**config.mk**
```make
export PLATFORM = sky130hd
export DESIGN_NAME = half_single_float_converter
export DESIGN_NICKNAME = d
export VERILOG_FILES = /design/src/hdl/hsfc_pkg.sv /design/src/hdl/half_single_float_converter.sv
export SDC_FILE = /design/constraint.sdc
export NUM_CORES = 1
export LEC_CHECK = 0
export BUFFER_PORTS_ARGS = -buffer_cell sky130_fd_sc_hd__buf_2
export CORE_MARGIN = 2
export CORE_UTILIZATION = 35
export CTS_BUF_LIST = sky130_fd_sc_hd__clkbuf_2
export DETAILED_ROUTE_END_ITERATION = 12
export HOLD_SLACK_MARGIN = 0.15
export PLACE_DENSITY = 0.5
export RECOVER_POWER = 50
export SLEW_MARGIN = 10
export SYNTH_ARGS = -nofsm -noshare
export SYNTH_HDL_FRONTEND = slang
export SYNTH_SLANG_ARGS = --single-unit
```
**constraint.sdc**
```tcl
create_clock -name i_clk -period 4.4 [get_ports i_clk]
set_input_delay 0.66 -clock i_clk [delete_from_list [all_inputs] [get_ports i_clk]]
set_output_delay 0.66 -clock i_clk [all_outputs]
set_load 0.05 [all_outputs]
```
**src/hdl/hsfc_pkg.sv**
```systemverilog
// hsfc_pkg: types and constants for the half/single float converter.
// No dependencies.
`timescale 1ns / 1ps
package hsfc_pkg;
    typedef enum logic {
        CMD_H2S = 1'b0,
        CMD_S2H = 1'b1
    } t_cmd;

    localparam logic [31:0] SGL_INF     = 32'h7F80_0000;
    localparam logic [31:0] HALF_CLAMP  = 32'h0F80_0000;
    localparam logic [31:0] TRUNC_MASK  = 32'hFFFF_F000;
    localparam logic [31:0] REBIAS      = 32'h3800_0000;
    localparam logic [15:0] HALF_NAN    = 16'h7FFF;
    localparam logic [15:0] HALF_INF    = 16'h7C00;
endpackage

```
**src/hdl/half_single_float_converter.sv**
```systemverilog
// half_single_float_converter: binary16 <-> binary32 converter, three stages.
// Depends on hsfc_pkg.
`timescale 1ns / 1ps
// One transaction is accepted per clock (busy stays low); its result shows
// on o_result with o_valid once it has passed the three register stages:
// decode/classify, shift (normalize or denormalize with rounding), then
// round-add, clamp and pack. The receiver cannot stall, so nothing is held
// back.
module half_single_float_converter (
    input  logic        i_clk,
    input  logic        i_rst_n,
    input  logic        start,
    output logic        busy,
    input  logic        i_command,
    input  logic [31:0] i_operand,
    output logic        o_valid,
    output logic [31:0] o_result
);
    // stage 1: classify
    logic        r_v1, r_cmd1, r_sgn1, r_spec1, r_big1, r_sub1;
    logic [31:0] r_a1;
    logic [4:0]  r_he1;
    logic [9:0]  r_hm1;
    logic [4:0]  r_s1;
    logic [23:0] r_sig1;
    // stage 2: shift
    logic        r_v2, r_cmd2, r_sgn2, r_spec2, r_big2;
    logic [31:0] r_u2;
    logic [31:0] r_h2s2;
    // stage 3: output
    logic        r_v3;
    logic [31:0] r_res3;

    logic [31:0] n_a;
    logic [7:0]  n_ex;
    logic [23:0] n_sig;
    logic [4:0]  n_s;
    logic        n_zero;

    assign busy = 1'b0;

    always_comb begin
        n_a    = {1'b0, i_operand[30:0]} & hsfc_pkg::TRUNC_MASK;
        n_ex   = n_a[30:23];
        n_sig  = (n_ex != 8'd0) ? {1'b1, n_a[22:0]} : {1'b0, n_a[22:0]};
        n_zero = 1'b0;
        n_s    = 5'd0;
        if (n_ex == 8'd0) begin
            n_zero = 1'b1;
        end else if (n_ex <= 8'd112) begin
            if (n_ex < 8'd89) n_zero = 1'b1;
            else n_s = 5'(8'd113 - n_ex);
        end
    end

    always_ff @(posedge i_clk) begin
        if (!i_rst_n) begin
            r_v1 <= 1'b0;
            r_v2 <= 1'b0;
            r_v3 <= 1'b0;
        end else begin
            r_v1 <= start;
            r_v2 <= r_v1;
            r_v3 <= r_v2;
        end
        r_cmd1  <= i_command;
        r_sgn1  <= (i_command == hsfc_pkg::CMD_H2S) ? i_operand[15] : i_operand[31];
        r_spec1 <= ({1'b0, i_operand[30:0]} >= hsfc_pkg::SGL_INF);
        r_big1  <= ({1'b0, i_operand[30:0]} > hsfc_pkg::SGL_INF);
        r_a1    <= n_a;
        r_sub1  <= (n_ex <= 8'd112);
        r_sig1  <= n_zero ? 24'd0 : n_sig;
        r_s1    <= n_s;
        r_he1   <= i_operand[14:10];
        r_hm1   <= i_operand[9:0];
    end

    logic [23:0] n_q, n_rem, n_half;
    logic [31:0] n_u;
    logic [3:0]  n_p;
    logic [31:0] n_h2s;

    always_comb begin
        n_q    = r_sig1 >> r_s1;
        n_rem  = r_sig1 & ((24'd1 << r_s1) - 24'd1);
        n_half = (r_s1 == 5'd0) ? 24'd0 : (24'd1 << (r_s1 - 5'd1));
        if (!r_sub1) begin
            n_u = r_a1 - hsfc_pkg::REBIAS;
        end else begin
            n_u = {8'd0, n_q};
            if (r_s1 != 5'd0 && (n_rem > n_half || (n_rem == n_half && n_q[0])))
                n_u = n_u + 32'd1;
        end
        n_p = 4'd0;
        for (int k = 0; k < 10; k++) begin
            if (r_hm1[k]) n_p = 4'(k);
        end
        if (r_he1 == 5'd31) begin
            n_h2s = {1'b0, 8'hFF, r_hm1, 13'd0};
        end else if (r_he1 != 5'd0) begin
            n_h2s = {1'b0, 8'(r_he1) + 8'd112, r_hm1, 13'd0};
        end else if (r_hm1 == 10'd0) begin
            n_h2s = 32'd0;
        end else begin
            n_h2s = {1'b0, 8'(n_p) + 8'd103, 23'({r_hm1, 13'd0} << (4'd10 - n_p))};
        end
    end

    always_ff @(posedge i_clk) begin
        r_cmd2  <= r_cmd1;
        r_sgn2  <= r_sgn1;
        r_spec2 <= r_spec1;
        r_big2  <= r_big1;
        r_u2    <= n_u;
        r_h2s2  <= n_h2s;
    end

    logic [31:0] n_ur;
    logic [15:0] n_hh;
    always_comb begin
        n_ur = r_u2 + 32'h0000_1000;
        if (n_ur > hsfc_pkg::HALF_CLAMP) n_ur = hsfc_pkg::HALF_CLAMP;
        if (r_spec2) n_hh = r_big2 ? hsfc_pkg::HALF_NAN : hsfc_pkg::HALF_INF;
        else n_hh = n_ur[28:13];
        n_hh = n_hh | {r_sgn2, 15'd0};
    end

    always_ff @(posedge i_clk) begin
        if (r_cmd2 == hsfc_pkg::CMD_H2S) r_res3 <= r_h2s2 | {r_sgn2, 31'd0};
        else r_res3 <= {16'd0, n_hh};
    end

    assign o_valid  = r_v3;
    assign o_result = r_res3;

    a_lat: assert property (@(posedge i_clk) disable iff (!i_rst_n)
        start ##1 1'b1 ##1 1'b1 |=> o_valid) else $error("lost transaction");
    a_hi0: assert property (@(posedge i_clk) disable iff (!i_rst_n)
        (r_v2 && r_cmd2 == hsfc_pkg::CMD_S2H) |=> o_result[31:16] == 16'd0)
        else $error("half result upper bits");
    a_busy: assert property (@(posedge i_clk) !busy) else $error("busy");
endmodule
```
# --- After elaboration in Yosys (flattened, before gate mapping) ---
# Index checks and enable logic that the tools add are counted.
totals:
  register_bits: 171
  inputBits: 36
  output_inout_bits: 34
  word_cells: 85
op_classes:
  n_addsub: 9
  order_cmp: 6
  n_eq_ne: 2
  shifts: 4
  n_mux: 24
  bitwise_logic: 4
  reduce_logical: 12
ops:
  columns: ["cell", "n"]
  rows:
  - ["2-to-1 mux 31 bit", 2]
  - ["2-to-1 mux 24 bit", 2]
  - ["left shift 1 x 5 -> 24 bit (first input constant)", 2]
  - ["adder 32 x 13 -> 32 bit (second input constant)", 1]
  - ["greater-than comparator 32 x 28 -> 1 bit (second input constant)", 1]
  - ["2-to-1 mux 16 bit", 2]
  - ["2-to-1 mux 32 bit", 1]
  - ["2-to-1 mux 4 bit", 8]
  - ["bitwise OR 32 bit", 1]
  - ["subtractor 31 x 30 -> 32 bit (second input constant)", 1]
  - ["greater-or-equal comparator 31 bit (second input constant)", 1]
  - ["greater-than comparator 31 bit (second input constant)", 1]
  - ["2-to-1 mux 29 bit", 1]
  - ["adder 24 x 1 -> 25 bit (second input constant)", 1]
  - ["2-to-1 mux 25 bit", 1]
  - ["AND 24 bit", 1]
  - ["== test 24 bit", 1]
  - ["greater-than comparator 24 bit", 1]
  - ["right shift 24 x 5 -> 24 bit", 1]
  - ["subtractor 24 x 1 -> 24 bit (second input constant)", 1]
  - ["2-to-1 mux 23 bit", 1]
  - ["left shift 23 x 4 -> 23 bit", 1]
  - ["bitwise OR 16 bit", 1]
  - ["zero test 10 bit", 1]
  - ["19 further kinds", 26]

# --- Longest topological paths before layout ---
logic_depth:
  ltp_word: 14
  ltp_mapped: 16

# --- Worst setup path before layout ---
# No wires, ideal clock.
synth_path:
  path_type: "flip-flop to flip-flop"
  startpoint: "reg r_s1[4]"
  endpoint: "reg r_u2[4]"
  setup_time_ns: 0.115
  arrival_time_ns: 3.352
  path_slack_ns: 0.933
  stages_incl_launch_ff: 15
  n_path_buf: 4
  synth_period_minus_slack_ns: 3.467
  path_cell_list: "dfxtp_1 clkbuf_2 clkbuf_8 clkbuf_1 clkbuf_1 nand4b_1 ha_1 nand4_1 or3_1 nor3_1 or4b_2 nand4_1 or3_2 xor2_1 and2_1"
synth_between:
  elab_chain_cells: 9
  word_cells_on_any_way: 17
  cone_classes: "3 x add/sub; 1 x order compare; 1 x eq/ne; 3 x shift; 3 x mux; 1 x bitwise; 5 x reduce/logical"
synth_lines:
  columns: ["item", "line_no", "text"]
  rows:
  - ["start, declared", "half_single_float_converter.sv:24", "logic [4:0] r_s1;"]
  - ["start signal, assigned", "half_single_float_converter.sv:73", "r_s1 <= n_s;"]
  - ["branches (longest 7 deep; another with subtractor 24 x 1 -> 24 bit)", null, null]
  - ["2-to-1 mux 25 bit (*)", "half_single_float_converter.sv:91", "if (r_s1 != 5'd0 && (n_rem > n_half || (n_rem == n_half && n_q[0])))"]
  - ["2-to-1 mux 32 bit (*)", "half_single_float_converter.sv:87", "if (!r_sub1) begin"]
  - ["end signal, assigned", "half_single_float_converter.sv:114", "r_u2 <= n_u;"]
  - ["end, declared", "half_single_float_converter.sv:28", "logic [31:0] r_u2;"]
# Mark *: on every way between the ends.
# A chain may end at the register's enable or synchronous reset.

# --- Worst setup path after layout ---
layout_path:
  startpoint: "reg r_s1[2]"
  endpoint: "reg r_u2[4]"
# The elaborated chain is that of the path after synthesis.

==> out/summary.txt <==
STATUS
---------------------------------------------------------------------------------------
Outcome .................................................................. finished, final reports clean

CLOCK NETWORK
---------------------------------------------------------------------------------------
H-tree lvl count .........................................................            4
Clock latency at the later pin of the worst-skew pair ....................      0.70 ns
Clock-pin slew on the worst setup and hold paths .........................      0.23 ns
Count of cells resized by post-cts repair ................................            0
CTS Buffer Depth .........................................................            2
Cts bufs inserted ........................................................           17
Clock tree from TritonCTS ................................................        built
Master cell of the clock root buffer .....................................     clkbuf_2
Sink Count ...............................................................          140

SETUP PATH
---------------------------------------------------------------------------------------
Delay of the slowest cell on the worst path ..............................      0.64 ns
Cell type group with the largest total delay on the critical path ........ simple AND/OR/NAND/NOR gates
Critical path start-end classification ...................................      reg2reg
Combined buffer and inverter count along the critical path ...............            0
Crit path required time ..................................................      4.99 ns
Kind of capture point of the worst setup path ............................    flip-flop
Cells traversed along the worst timing path .............................. nand2b_1 -> nor2_1 -> nand2_1 -> ha_1 -> nand4_1 -> or3_1 -> nor3_1 -> or4b_2 -> nand4_1 -> or3_2 -> xor2_1 -> and2_1
Maximum fanout encountered on the critical timing path ...................           27
Slowest cell on the critical path ........................................      dfxtp_1
Critical Path Source Type ................................................    flip-flop
Arrival time reported for the critical path endpoint .....................      4.36 ns
Most repeated library cell on the critical path ..........................      nand4_1

ROUTING
---------------------------------------------------------------------------------------
Total via count in the routed design .....................................         5256
Final routed DRC violation total .........................................            0
Per-cell routed wire length ..............................................      16.0 µm
Number of violations reported at the end of detailed-routing iteration 0 .          347
Number of iterations in the first detailed-routing pass ..................            5
Via density per instance .................................................         5.11
DRT Wirelength ...........................................................      16.5 mm
Routed Antenna Nets ......................................................            0

STA
---------------------------------------------------------------------------------------
Worst-case headroom to the max-slew limit ................................        25.0%
Worst hold margin ........................................................     0.352 ns
Transition time of the tightest slew-check pin ...........................      1.12 ns
Time the worst path needs with I/O delays and setup ......................      3.77 ns
Fmax .....................................................................      265 MHz
Setup TNS Final ..........................................................         0 ns
Total setup violations reported at the end of the flow ...................            0
Clock skew ...............................................................    0.0364 ns
Final-report hold violation count ........................................            0
RSZ-0062 raised after global routing .....................................        false
Slew Limit Fails .........................................................            0
Final Cycle Share ........................................................        85.7%

LOGIC SYNTHESIS
---------------------------------------------------------------------------------------
Post-synthesis cell type count ...........................................           85
Sequential fraction of the synthesis area ................................        41.8%
Most used DFF post-synth .................................................      dfxtp_1
Share of async-settable or async-resettable flops after synthesis ........           0%
Synthesized Nets .........................................................          747
Avg Synthesized Cell Area ................................................     9.71 µm²
Post-synth EDFFs .........................................................            0
Synthesized cell area ....................................................     6710 µm²
Syn Inst Count ...........................................................          691
Count of state elements after synthesis ..................................          140
Syn. warnings ............................................................            0

PLACEMENT
---------------------------------------------------------------------------------------
Count of port buffers added during placement .............................           68
Final weighted congestion of routability-driven global placement .........        0.887
Post-DP HPWL .............................................................      12.3 mm

FINISH
---------------------------------------------------------------------------------------
Storage cell area ........................................................     2800 µm²
Final Net Count ..........................................................          837
Fillers ..................................................................         1892
Area occupied by multi-input gates .......................................     3490 µm²
Area growth from synthesis to layout .....................................        14.0%
Fraction of final layout cells sized beyond drive strength 1 .............        14.7%

GLOBAL ROUTING
---------------------------------------------------------------------------------------
Final global-route overflow total ........................................            0
Wire length of the first global-routing pass .............................      26.6 mm
Number of antenna violations at the first check in global routing ........            2
Maximum number of pins on one net before global-route repair .............           38
Number of global-route vias before repair ................................         5012
Gr usage total ...........................................................        16.7%

POWER
---------------------------------------------------------------------------------------
Power density over the cells .............................................   348 nW/µm²
Pleak ....................................................................      3.07 nW
IR Drop Worst-Case VDD ...................................................     0.172 mV

FLOORPLANNING
---------------------------------------------------------------------------------------
Number of top-level design ports .........................................           70
Core Box Area ............................................................    18800 µm²
Y dimension of the die ...................................................       142 µm
Starting Density .........................................................        35.7%
Number of placement rows .................................................           50
Die area .................................................................    20300 µm²
Die width ................................................................       142 µm

WORST HOLD PATH
---------------------------------------------------------------------------------------
Hold Crit Class ..........................................................      reg2reg

JOB
---------------------------------------------------------------------------------------
Max-cap violation count ..................................................            0

==> logic make-up (layout without fill, tap and decap cells) <==
family	Yosys count	in the layout	share of synthesized area [%]
AOI/OAI and AO/OA	125	125	12.9
xor gates and xnor gates	33	33	4.31
buffers and inverters	67	170	6.15
and+or+nand+nor	263	263	22.0
other	1	2	0.0559
adders and majority gates	20	20	3.73
DFF	140	140	41.8
muxes	42	42	9.14
==> metal layers <==
layer / part of all wire [%] / GRT usage, %
met3: 4.2 / 3.40
met5: 0 / 0
met1: 53 / 25.0
met4: 1.3 / 5.11
met2: 42 / 23.9
==> flip-flops by register name, summed over array words and instances (netlist names), 4 cells and up <==
signal and cells:
r_u2 32, r_he1 4, o_result 31, r_h2s2 17, r_a1 17, r_s1 5
r_sig1 12, r_hm1 10
==> path summary, 6_finish.rpt <==
check	to	slack [ns]	depth (start not counted)	from
min reg2reg	r_sgn2	0.35	0	r_sgn1
max reg2reg	r_u2[4]	0.63	12	r_s1[2]
max	r_u2[4]	0.63	12	r_s1[2]
min	r_sgn2	0.35	0	r_sgn1
==> what timing repair did <==
item,CTS,global route
endpoints found under the setup margin,0,0
buffers inserted,0,0
hold endpoints to repair,43,0
hold buffers,36,0
==> layout make-up <==
class	count	area share (%)
clock inverter	14	1.96
clock buffer	18	1.18
timing repair buffer	111	9.36
sequential	140	36.6
inverter	27	1.33
antenna	1	0.0327
tap	234	3.83
multi-input combinational	484	45.7
==> stage by stage <==
stage	instance area, µm²	power [mW]	utilization, %	setup WS, ns	instances
6_report	7650	2.66	40.8	0.631	1029
5_1_grt	7650	2.80	40.8	0.352	1029
4_1_cts	7680	2.69	40.9	0.679	1028
2_1_floorplan	6710	1.80	-	0.933	691
3_3_place_gp	7080	1.92	37.7	0.829	960
3_5_place_dp	7080	1.92	37.7	0.686	960
==> placed cells by master, fill, tap and decap left out, types with 5 or more instances in the layout <==
cell,instances
a21oi_1,16
a31oi_1,9
and2_0,8
and2_1,16
and3_1,7
buf_2,38
buf_4,7
clkbuf_1,30
clkbuf_2,18
dfxtp_1,140
dlygate4sd3_1,36
ha_1,20
inv_1,26
inv_6,5
mux2_2,11
mux2i_1,17
mux4_2,9
nand2_1,46
nand2b_1,7
nand3_1,25
nand3b_1,6
nand4_1,12
nand4b_1,5
nor2_1,45
nor2b_1,26
nor3_1,10
nor4_1,15
o21a_1,8
o21ai_0,25
o21bai_1,5
o22ai_1,11
or3_1,6
xnor2_1,19
xor2_1,14
==> power breakdown <==
group	switching, mW	internal, mW
Combinational	0.278	0.202
Clock	0.512	0.231
Sequential	0.0869	1.35
==> cells in the mapped netlist (12+ instances only) <==
cell      count  share of area, %
xnor2_1      19               2.5
nand3_1      25               1.9
nand2_1      46               2.6
dfxtp_1     140                42
mux2i_1      17               2.5
clkbuf_1     16              0.90
and2_1       24               2.2
a21oi_1      16               1.2
nand4_1      12               1.1
xor2_1       14               1.8
ha_1         20               3.7
nor2_1       45               2.5
inv_1        26               1.5
o21ai_0      25               1.9
nor2b_1      26               2.4
nor4_1       15               1.4
No activity file was read; power rests on OpenSTA's default activity.
